`src/positional_array_list_engine_top_defines.svh`:
```
// assertion macros for the positional array list engine
// used by the top level only; no other dependencies
`ifndef POSITIONAL_ARRAY_LIST_ENGINE_TOP_DEFINES_SVH
`define POSITIONAL_ARRAY_LIST_ENGINE_TOP_DEFINES_SVH

`ifndef SYNTHESIS
`define PAL_ASSERT_IMP(lbl, clk, rst_n, ante, cons, msg) \
    lbl: assert property (@(posedge clk) disable iff (!rst_n) (ante) |-> (cons)) \
        else $error(msg);
`define PAL_ASSERT_NEXT(lbl, clk, rst_n, ante, cons, msg) \
    lbl: assert property (@(posedge clk) disable iff (!rst_n) (ante) |=> (cons)) \
        else $error(msg);
`else
`define PAL_ASSERT_IMP(lbl, clk, rst_n, ante, cons, msg)
`define PAL_ASSERT_NEXT(lbl, clk, rst_n, ante, cons, msg)
`endif

`endif

```
`src/pal_pkg.sv`:
```
// shared types and constants for the positional array list engine
// no dependencies
package pal_pkg;

    localparam int unsigned DEPTH_DEF      = 128;
    localparam int unsigned ELEM_WIDTH_DEF = 32;

    localparam int unsigned CMD_W  = 3;
    localparam int unsigned POS_W  = 8;
    localparam int unsigned VAL_W  = 32;
    localparam int unsigned STAT_W = 2;
    localparam int unsigned LEN_W  = 8;
    localparam int unsigned CAP_W  = 8;

    localparam logic [CAP_W-1:0] CAP_RESET = 8'd128;

    typedef enum logic [CMD_W-1:0] {
        CMD_GET    = 3'd0,
        CMD_SET    = 3'd1,
        CMD_INSERT = 3'd2,
        CMD_DELETE = 3'd3,
        CMD_CLEAR  = 3'd4
    } t_cmd;

    typedef enum logic [STAT_W-1:0] {
        ST_OK     = 2'd0,
        ST_BADPOS = 2'd1,
        ST_FULL   = 2'd2
    } t_status;

    typedef enum logic [1:0] {
        CELL_HOLD       = 2'd0,
        CELL_WRITE      = 2'd1,
        CELL_SHIFT_UP   = 2'd2,
        CELL_SHIFT_DOWN = 2'd3
    } t_cell_op;

    // broadcast to every cell of the row
    typedef struct packed {
        t_cell_op         op;
        logic [POS_W-1:0] target;   // zero-based index of the addressed entry
    } t_cell_ctl;

endpackage

```
`src/pal_cell.sv`:
```
// one storage cell of the list row: holds one element, trades with neighbors
// depends on pal_pkg
module pal_cell #(
    parameter int unsigned ELEM_WIDTH = pal_pkg::ELEM_WIDTH_DEF,
    parameter int unsigned IDX        = 0
) (
    input  logic                  i_clk,
    input  pal_pkg::t_cell_ctl    i_ctl,
    input  logic [ELEM_WIDTH-1:0] i_wdata,
    input  logic [ELEM_WIDTH-1:0] i_left,   // entry below, taken on shift up
    input  logic [ELEM_WIDTH-1:0] i_right,  // entry above, taken on shift down
    output logic [ELEM_WIDTH-1:0] o_data,
    output logic [ELEM_WIDTH-1:0] o_rd      // own entry when addressed, else zero
);
    import pal_pkg::*;

    logic [ELEM_WIDTH-1:0] r_data;
    logic [ELEM_WIDTH-1:0] n_data;
    logic                  w_hit;
    logic                  w_above;

    assign w_hit   = (32'(i_ctl.target) == IDX);
    assign w_above = (32'(i_ctl.target) <  IDX);

    always_comb begin
        n_data = r_data;
        unique case (i_ctl.op)
            CELL_HOLD: begin
                n_data = r_data;
            end
            CELL_WRITE: begin
                if (w_hit) n_data = i_wdata;
            end
            CELL_SHIFT_UP: begin
                if (w_above)    n_data = i_left;
                else if (w_hit) n_data = i_wdata;
            end
            CELL_SHIFT_DOWN: begin
                if (w_above || w_hit) n_data = i_right;
            end
        endcase
    end

    always_ff @(posedge i_clk) begin
        r_data <= n_data;
    end

    assign o_data = r_data;
    assign o_rd   = w_hit ? r_data : '0;

endmodule

```
`config.mk`:
```
export PLATFORM = sky130hd
export DESIGN_NAME = pal_cell
export DESIGN_NICKNAME = d
export VERILOG_FILES = /design/src/positional_array_list_engine_top_defines.svh /design/src/pal_pkg.sv /design/src/pal_cell.sv
export SDC_FILE = /design/constraint.sdc
export NUM_CORES = 1
export LEC_CHECK = 0
export ABC_AREA = 1
export BUFFER_PORTS_ARGS = -buffer_cell sky130_fd_sc_hd__buf_2
export CAP_MARGIN = 0
export CORE_MARGIN = 5
export CORE_UTILIZATION = 32
export CTS_CLUSTER_SIZE = 16
export DETAILED_ROUTE_END_ITERATION = 10
export GPL_ROUTABILITY_DRIVEN = 0
export PLACE_DENSITY = 0.77
export SLEW_MARGIN = 40
export SYNTH_ARGS = -nofsm -noshare
export SYNTH_HDL_FRONTEND = slang
export SYNTH_SLANG_ARGS = --single-unit
```
`constraint.sdc`:
```
create_clock -name i_clk -period 4.19 [get_ports i_clk]
set_input_delay 0.838 -clock i_clk [delete_from_list [all_inputs] [get_ports i_clk]]
set_output_delay 0.838 -clock i_clk [all_outputs]
set_load 0.05 [all_outputs]
```
==> results of run 1 <==
-- cells by family after synthesis --
group,after synthesis
buffers and inverters,12
multiplexers,32
adder cells (fa/ha/maj),2
AND/OR/NAND/NOR,42
flip-flops,32
-- worst max-delay path, cell delays in order --
cell	delay, ns
buf_2	0.10
nor2_1	0.19
nand2_4	0.34
nor3b_1	0.30
buf_2	0.30
-- cell usage in the layout, fill, tap and decap left out --
master,n
buf_2,138
edfxtp_1,32
nor3b_2,30
mux2_4,29
nor2_1,7
clkbuf_8,5
mux2_2,3
inv_1,2
nand2_4,2
nor3b_1,2
nor2_4,1
ha_1,1
ha_2,1
clkbuf_1,1
clkinv_1,1
clkinvlp_4,1
buf_16,1
buf_4,1
-- per-layer routing --
layer  vias to the layer above  GRT usage (%)  part of all wire (%)
li1                        719              -                     -
met3                         7           4.24                   8.6
met2                        68           24.2                    55
met1                       687           12.5                    35
met4                         0           4.47                   1.7
met5                         -              0                     0
-- power by group through the flow --
stage	clock [uW]	combinational [uW]	sequential, uW
floorplan	0	85.8	560
global placement	0	299	424
detailed placement	0	303	426
CTS	234	304	419
global route	246	320	422
finish	225	306	417
-- layout make-up --
type,instances,area [sq um]
clock buffer,6,72.6
clock inverter,2,11.3
fill,578,3210
inverter,2,7.51
multi-input combinational,76,947
sequential,32,961
tap,75,93.8
timing repair buffer,140,726
-- how the worst max path moves through the flow --
stage          depth (start not counted)  slack (ns)                   to
2_1_floorplan                          6        0.96  o_data[0]$_DFFE_PP_
3_3_place_gp                           5        1.03             o_rd[31]
3_5_place_dp                           5        1.26             o_rd[31]
4_1_cts                                5        1.26             o_rd[31]
5_1_grt                                5        1.14              o_rd[0]
6_report                               5        1.28             o_rd[31]
-- through the flow --
| stage | setup slack, ns | hold WS [ns] |
|---|---|---|
| after floorplan | 0.958 | 1.06 |
| after global placement | 1.03 | 1.14 |
| after detailed placement | 1.26 | 1.14 |
| after CTS | 1.26 | 0.838 |
| after global routing | 1.14 | 0.838 |
| final | 1.28 | 0.852 |
==> summary.md, run 1 <==
| Metric | Value |
|---|---|
| RSZ-0062 raised after global routing | `no` |
| Number of routed nets with antenna violations | `0` |
| Die Y | `89.2 um` |
| Post-synthesis area per instance | `16.7 sq um` |
| Clock sink total | `32` |
| Design area | `2820 sq um` |
| Hold_buf cts | `0` |
| Largest family of logic cells by synthesized area | `multiplexers` |
| Routed WL per cell | `15.2 um` |
| Synth Area in Simple Gates | `21.6%` |
| # Max-Cap Violations | `0` |
| Placed Area | `2710 sq um` |
| Placed cells | `324` |
| Inserted Clock Buffers | `5` |
| CTS tree | `built` |
| Diode count | `0` |
| Rel. slew slack | `62.5%` |
| DRC | `0` |
| Yosys warnings | `0` |
| TNS Setup | `0 ns` |
| FMAX | `344 MHz` |
| CP startpoint kind | `primary input` |
| Slew Viols, Final | `0` |
| Post-synth EDFFs | `32` |
| Initial antenna violation count | `0` |
| Hold Crit Start | `i_wdata[14]` |
| Crit. End Element | `output pin` |
| Row Count | `28` |
| First-pass GRT wire length | `7.51 mm` |
| Post-synthesis compound-gate area fraction | `0%` |
| Core region area | `6030 sq um` |
| Share of cells above drive strength 1 | `82.2%` |
| Adder-cell share of the synthesized area | `1.25%` |
| Sequential fraction of the synthesis area | `47.9%` |
| Final setup vio count | `0` |
| DR pass1 iterations | `3` |
| Clock power share | `23.7%` |
| Int Power | `621 uW` |
| Overall routing resource usage | `12.6%` |
| Hpwl dp | `4.04 mm` |
| Tmin final | `2.91 ns` |
| WL final | `5.07 mm` |
| Xor/xnor share of the synthesized area | `0%` |
| Vias | `1481` |
| VDD IR max | `0.000157 V` |
| Switch share | `34.5%` |
| Root buf cell | `clkbuf_8` |
| Post-layout util | `46.8%` |
| #FFs+latches synth | `32` |
| Worst-path clk slew | `0.07 ns` |
| Hold-critical path depth | `2` |
| Switch Pwr | `327 uW` |
| Worst slew pin tran | `0.563 ns` |
| CTS H-tree lvls | `2` |
| Async set or reset register ratio after synthesis | `0%` |
| Largest cells by area after synthesis | `edfxtp_1 (48%), mux2_4 (22%), nor3b_2 (19%)` |
| Mapped Area | `2010 sq um` |
| Hold Fails Final Rpt | `0` |
| Net Count, Synth | `229` |
| DIE AREA | `7960 sq um` |
| Critical Path RT | `3.35 ns` |
| Sequential power share | `44.0%` |
| Via density | `4.45` |
| Crit. Startpoint | `i_ctl[0]` |
| Cell taking the most area after synthesis | `edfxtp_1` |
| Non-filler cells, final | `333` |
| Pwr Density | `337 nW/um^2` |
| Max reg flops | `32` |
| Detailed Route Iter0 Violations | `14` |
| Pwr Total | `949 uW` |
| Status | `complete, no violations` |
| Most instantiated cells after synthesis | `edfxtp_1 (32), nor3b_2 (30), mux2_4 (29), buf_6 (10), nor2_1 (8)` |
| Multiplexer share of the synthesized area | `23.4%` |
| Distinct cell type count after synthesis | `10` |
| Peak fanout along the critical path | `33` |
| Hold Crit Class | `primary input to register` |
| Number of setup buffers added after CTS | `0` |
| I/O pin count | `171` |
| I/O Buffers | `138` |
| Worst Hold End | `o_data[14]$_DFFE_PP_` |
| Number of global-route vias before repair | `1517` |
| Critical path class | `primary input to output pin` |
| CTS Buffer Depth | `2` |
| Largest net degree at the start of global routing | `34` |
| Die extent in x | `89.2 um` |
| Logic pwr share | `32.3%` |
| Post-Syn Instances | `120` |
| Area Growth Syn to Fin | `40.4%` |
| Main flop type after synthesis | `edfxtp_1` |
| Count leader, synth | `edfxtp_1` |
| Top cell type's share of synthesized area | `47.9%` |
| Nets | `366` |
| Leak pwr | `0.00129 uW` |
| Initial Util | `33.3%` |
| Total grt overflow | `0` |
| CTS resizes | `0` |
| Critical path arrival | `2.07 ns` |
| Final period util | `69.3%` |
No activity file was read; power rests on OpenSTA's default activity.
==> inputs of run 2 (changes only) <==
==> constraint.sdc (replaced) <==
create_clock -name i_clk -period 2.95 [get_ports i_clk]
set_input_delay 0.59 -clock i_clk [delete_from_list [all_inputs] [get_ports i_clk]]
set_output_delay 0.59 -clock i_clk [all_outputs]
set_load 0.05 [all_outputs]
==> run 2 against run 1 <==
Via count increased by 0.95%. Cell count up 0.90%. First-iteration DRC count rose to 4.8 times the previous value. Sequential power increased by 43%. Clock-buffer cell count unchanged. Hold slack worse by 0.23 ns. Largest cell class unchanged.
==> summary.md, run 2 (synthesized netlist as in run 1, its figures left out) <==
| Metric | Value |
|---|---|
| Status | `complete, no violations` |
| Number of setup buffers added after CTS | `0` |
| Root buf cell | `clkbuf_8` |
| Tmin final | `2.49 ns` |
| Critical-path top delay cell | `buf_4` |
| # Max-Cap Violations | `0` |
| Die extent in x | `89.2 um` |
| Largest net degree at the start of global routing | `33` |
| Commonest non-fill, non-tap cell in the layout | `buf_2` |
| Number of global-route vias before repair | `1527` |
| Slew Viols, Final | `0` |
| WL final | `5.23 mm` |
| CTS H-tree lvls | `2` |
| I/O Buffers | `138` |
| Max reg flops | `32` |
| Die Y | `89.2 um` |
| CTS Buffer Depth | `2` |
| Hold_buf cts | `0` |
| Stages on the worst setup path | `6` |
| CP Cell Sequence | `buf_2 > nor2_1 > nand2_2 > buf_4 > nor3b_2 > buf_2` |
| Critical Path RT | `2.36 ns` |
| Number of routed nets with antenna violations | `0` |
| Overall routing resource usage | `13.0%` |
| Worst path max stage delay | `0.34 ns` |
| Final setup vio count | `0` |
| RSZ-0062 raised after global routing | `no` |
| Commonest cells after routing, fill and taps aside | `buf_2 (138), edfxtp_1 (32), nor3b_2 (30), mux2_4 (29), nor2_1 (7)` |
| Crit path buf inv count | `3` |
| Post-Place Worst Slack | `0.439 ns` |
| Share of cells above drive strength 1 | `82.8%` |
| Row Count | `28` |
| Total grt overflow | `0` |
| Hold Crit Class | `primary input to register` |
| Vias | `1495` |
| Initial Util | `33.3%` |
| CTS tree | `built` |
| FMAX | `402 MHz` |
| Crit. End Element | `output pin` |
| Inserted Clock Buffers | `5` |
| Critical path class | `primary input to output pin` |
| Area Growth Syn to Fin | `41.6%` |
| Final period util | `84.3%` |
| First-pass GRT wire length | `7.67 mm` |
| Hold Crit Start | `i_wdata[23]` |
| Core region area | `6030 sq um` |
| Hold Fails Final Rpt | `0` |
| TNS Setup | `0 ns` |
| CP startpoint kind | `primary input` |
| Peak fanout along the critical path | `19` |
| Critical path arrival | `1.90 ns` |
| Nets | `369` |
| Leak pwr | `0.00130 uW` |
| Via density | `4.45` |
| Worst-path clk slew | `0.06 ns` |
| Hold-critical path depth | `2` |
| Detailed Route Iter0 Violations | `67` |
| Pwr Density | `500 nW/um^2` |
| Worst Hold End | `o_data[23]$_DFFE_PP_` |
| VDD IR max | `0.000233 V` |
| Worst setup slack after layout | `0.464 ns` |
| DR pass1 iterations | `4` |
| Fillers | `564` |
| DRC | `0` |
| Clock sink total | `32` |
| Initial antenna violation count | `0` |
| Top delay family on crit path | `buffers and inverters` |
| Critical Path Most Common Cell | `buf_2` |
| Routed WL per cell | `15.6 um` |
| CTS resizes | `0` |
| Diode count | `0` |
| Rel. slew slack | `60.0%` |
| Hpwl dp | `4.33 mm` |
| Worst slew pin tran | `0.601 ns` |
| DIE AREA | `7960 sq um` |
| I/O pin count | `171` |
==> run 2: cell types whose count changed in the layout (fill, tap and decap cells not counted), sizes merged <==
| cell | before | now |
|---|---|---|
| buf | 140 | 143 |
| clkinvlp | 1 | 0 |
| bufinv | 0 | 1 |
==> run 2: cell type report <==
type                            instances  area, sq um  area share (%)
Sequential cell                        32          961            33.8
Tap cell                               75         93.8            3.30
Clock inverter                          2         35.0            1.23
Multi-Input combinational cell         76          932            32.8
Inverter                                2         7.51           0.264
Timing Repair Buffer                  143          741            26.1
Clock buffer                            6         72.6            2.55
==> run 2: report_power, final <==
part	switching [uW]	internal, uW
Sequential	27.6	571
Clock	144	250
Combinational	281	146
Total	454	967
==> run 2: worst max-delay path by stage <==
stage | startpoint | slack [ns] | to
floorplan | i_ctl[0] | 0.36 | o_rd[0]
global placement | i_ctl[0] | 0.45 | o_rd[3]
detailed placement | i_ctl[5] | 0.44 | o_rd[8]
CTS | i_ctl[0] | 0.43 | o_rd[8]
global route | i_ctl[5] | 0.34 | o_rd[17]
finish | i_ctl[0] | 0.46 | o_rd[3]
==> run 2: per-stage QoR <==
step | std cells | hold slack, ns | utilization, % | instance area, sq um | power (uW)
final | 336 | 0.618 | 47.2 | 2840 | 1420
after global routing | 336 | 0.594 | 47.2 | 2840 | 1490
after CTS | 336 | 0.604 | 47.2 | 2840 | 1440
after detailed placement | 328 | 0.895 | 45.4 | 2740 | 1040
after global placement | 328 | 0.894 | 45.4 | 2740 | 1040
after floorplan | 120 | 0.807 | - | 2010 | 917
==> run 2: layer usage <==
metal | track usage (%) | wire (um) | vias up
li1 | - | - | 725
met4 | 4.60 | 51 | 0
met1 | 14.1 | 1970 | 692
met2 | 24.2 | 2790 | 74
met3 | 3.23 | 424 | 4
met5 | 0 | 0 | -
==> inputs of run 3 (changes only) <==
==> constraint.sdc (replaced) <==
create_clock -name i_clk -period 2.6 [get_ports i_clk]
set_input_delay 0.52 -clock i_clk [delete_from_list [all_inputs] [get_ports i_clk]]
set_output_delay 0.52 -clock i_clk [all_outputs]
set_load 0.05 [all_outputs]
==> run 3 against run 2 <==
First-iteration DRC count down 24%. Global-route usage shrank 0.053 points. Via count down 0.47%. Critical path type unchanged. Largest power group unchanged. Critical path depth stayed put.
==> summary.md, run 3 (synthesized netlist as in run 1, its figures left out) <==
| Metric | Value |
|---|---|
| Status | `complete, no violations` |
| Overall routing resource usage | `12.9%` |
| WL final | `5.34 mm` |
| Die extent in x | `89.2 um` |
| Commonest cells after routing, fill and taps aside | `buf_2 (138), edfxtp_1 (32), nor3b_2 (30), mux2_4 (29), nor2_1 (7)` |
| CTS H-tree lvls | `2` |
| Placed Area | `2740 sq um` |
| Via density | `4.44` |
| Crit. Startpoint | `i_ctl[0]` |
| Number of setup buffers added after CTS | `0` |
| Switch Pwr | `509 uW` |
| VDD IR max | `0.000225 V` |
| Number of global-route vias before repair | `1536` |
| Crit. End Element | `output pin` |
| CP startpoint kind | `primary input` |
| Largest net degree at the start of global routing | `34` |
| Commonest non-fill, non-tap cell in the layout | `buf_2` |
| Detailed Route Iter0 Violations | `51` |
| Sequential power share | `45.2%` |
| Row Count | `28` |
| DRC | `0` |
| Critical path arrival | `1.63 ns` |
| DR pass1 iterations | `4` |
| Worst slew pin tran | `0.506 ns` |
| Hold Crit Class | `primary input to register` |
| Share of cells above drive strength 1 | `82.7%` |
| Leak pwr | `0.00129 uW` |
| Max reg flops | `32` |
| Hold Fails Final Rpt | `0` |
| Initial antenna violation count | `0` |
| Hpwl dp | `4.38 mm` |
| Vias | `1488` |
| Inserted Clock Buffers | `5` |
| Number of routed nets with antenna violations | `0` |
| Routed WL per cell | `15.9 um` |
| Tmin final | `2.15 ns` |
| CTS resizes | `0` |
| Die Y | `89.2 um` |
| Design area | `2810 sq um` |
| Rel. slew slack | `66.2%` |
| Nets | `369` |
| Critical path class | `primary input to output pin` |
| Clock sink total | `32` |
| Root buf cell | `clkbuf_8` |
| Switch share | `33.8%` |
| Final period util | `82.5%` |
| Peak fanout along the critical path | `33` |
| Pwr Total | `1500 uW` |
| Hold-critical path depth | `2` |
| I/O Buffers | `138` |
| CTS tree | `built` |
| DIE AREA | `7960 sq um` |
| Final setup vio count | `0` |
| Hold_buf cts | `0` |
| Critical Path RT | `2.08 ns` |
| TNS Setup | `0 ns` |
| Worst-path clk slew | `0.06 ns` |
| Clock power share | `22.4%` |
| I/O pin count | `171` |
| # Max-Cap Violations | `0` |
| Pwr Density | `535 nW/um^2` |
| Area Growth Syn to Fin | `40.1%` |
| Logic pwr share | `32.4%` |
| Initial Util | `33.3%` |
| RSZ-0062 raised after global routing | `no` |
| Int Power | `995 uW` |
| Fillers | `555` |
| First-pass GRT wire length | `7.66 mm` |
| Core region area | `6030 sq um` |
| Total grt overflow | `0` |
| Worst Setup EP | `o_rd[29]` |
| Diode count | `0` |
| Slew Viols, Final | `0` |
| CTS Buffer Depth | `2` |
| FMAX | `466 MHz` |
-- run 3: changes by cell type in the layout (fill, tap and decap cells not counted), sizes merged --
cell	change
bufinv	-1
-- run 3: area by class of cell --
cell class	instances	area (sq um)	area share (%)
Sequential cell	32	961	34.2
Multi-Input combinational cell	76	932	33.1
Timing Repair Buffer	143	741	26.3
Tap cell	75	93.8	3.34
Clock buffer	6	72.6	2.58
Inverter	2	7.51	0.267
Clock inverter	1	5.00	0.178
-- run 3: worst min path at each step --
stage / startpoint / to / slack [ns]
after floorplan: i_right[0] / o_data[0]$_DFFE_PP_ / 0.74
after global placement: i_right[6] / o_data[6]$_DFFE_PP_ / 0.82
after detailed placement: i_wdata[6] / o_data[6]$_DFFE_PP_ / 0.83
after CTS: i_wdata[17] / o_data[17]$_DFFE_PP_ / 0.53
after global routing: i_right[12] / o_data[12]$_DFFE_PP_ / 0.54
final: i_right[18] / o_data[18]$_DFFE_PP_ / 0.55
-- run 3: stage by stage --
stage                     hold slack (ns)  utilization (%)  worst slack, ns  std cells
after floorplan                     0.737                -            0.148        120
after global placement              0.825             45.4            0.483        328
after detailed placement            0.825             45.4            0.451        328
after CTS                           0.534             46.7            0.448        335
after global routing                0.535             46.7            0.354        335
final                               0.546             46.7            0.454        335
-- run 3: layer usage --
layer | wire length (um) | track usage (%)
met5 | 0 | 0
met4 | 56 | 5.28
met3 | 494 | 2.49
met2 | 2800 | 24.1
met1 | 1980 | 14.2
-- run 3: worst max-delay path, cell delays in order --
cell and delay, ns:
buf_2 0.10, nor2_1 0.12, nand2_2 0.06, buf_4 0.28
nor3b_2 0.25, buf_2 0.29
-- run 3: power by group through the flow --
stage / clock [uW] / combinational, uW / sequential (uW)
5_1_grt: 379 / 509 / 687
3_3_place_gp: 0 / 487 / 689
3_5_place_dp: 0 / 491 / 691
6_report: 338 / 487 / 680
4_1_cts: 359 / 492 / 681
2_1_floorplan: 0 / 139 / 901
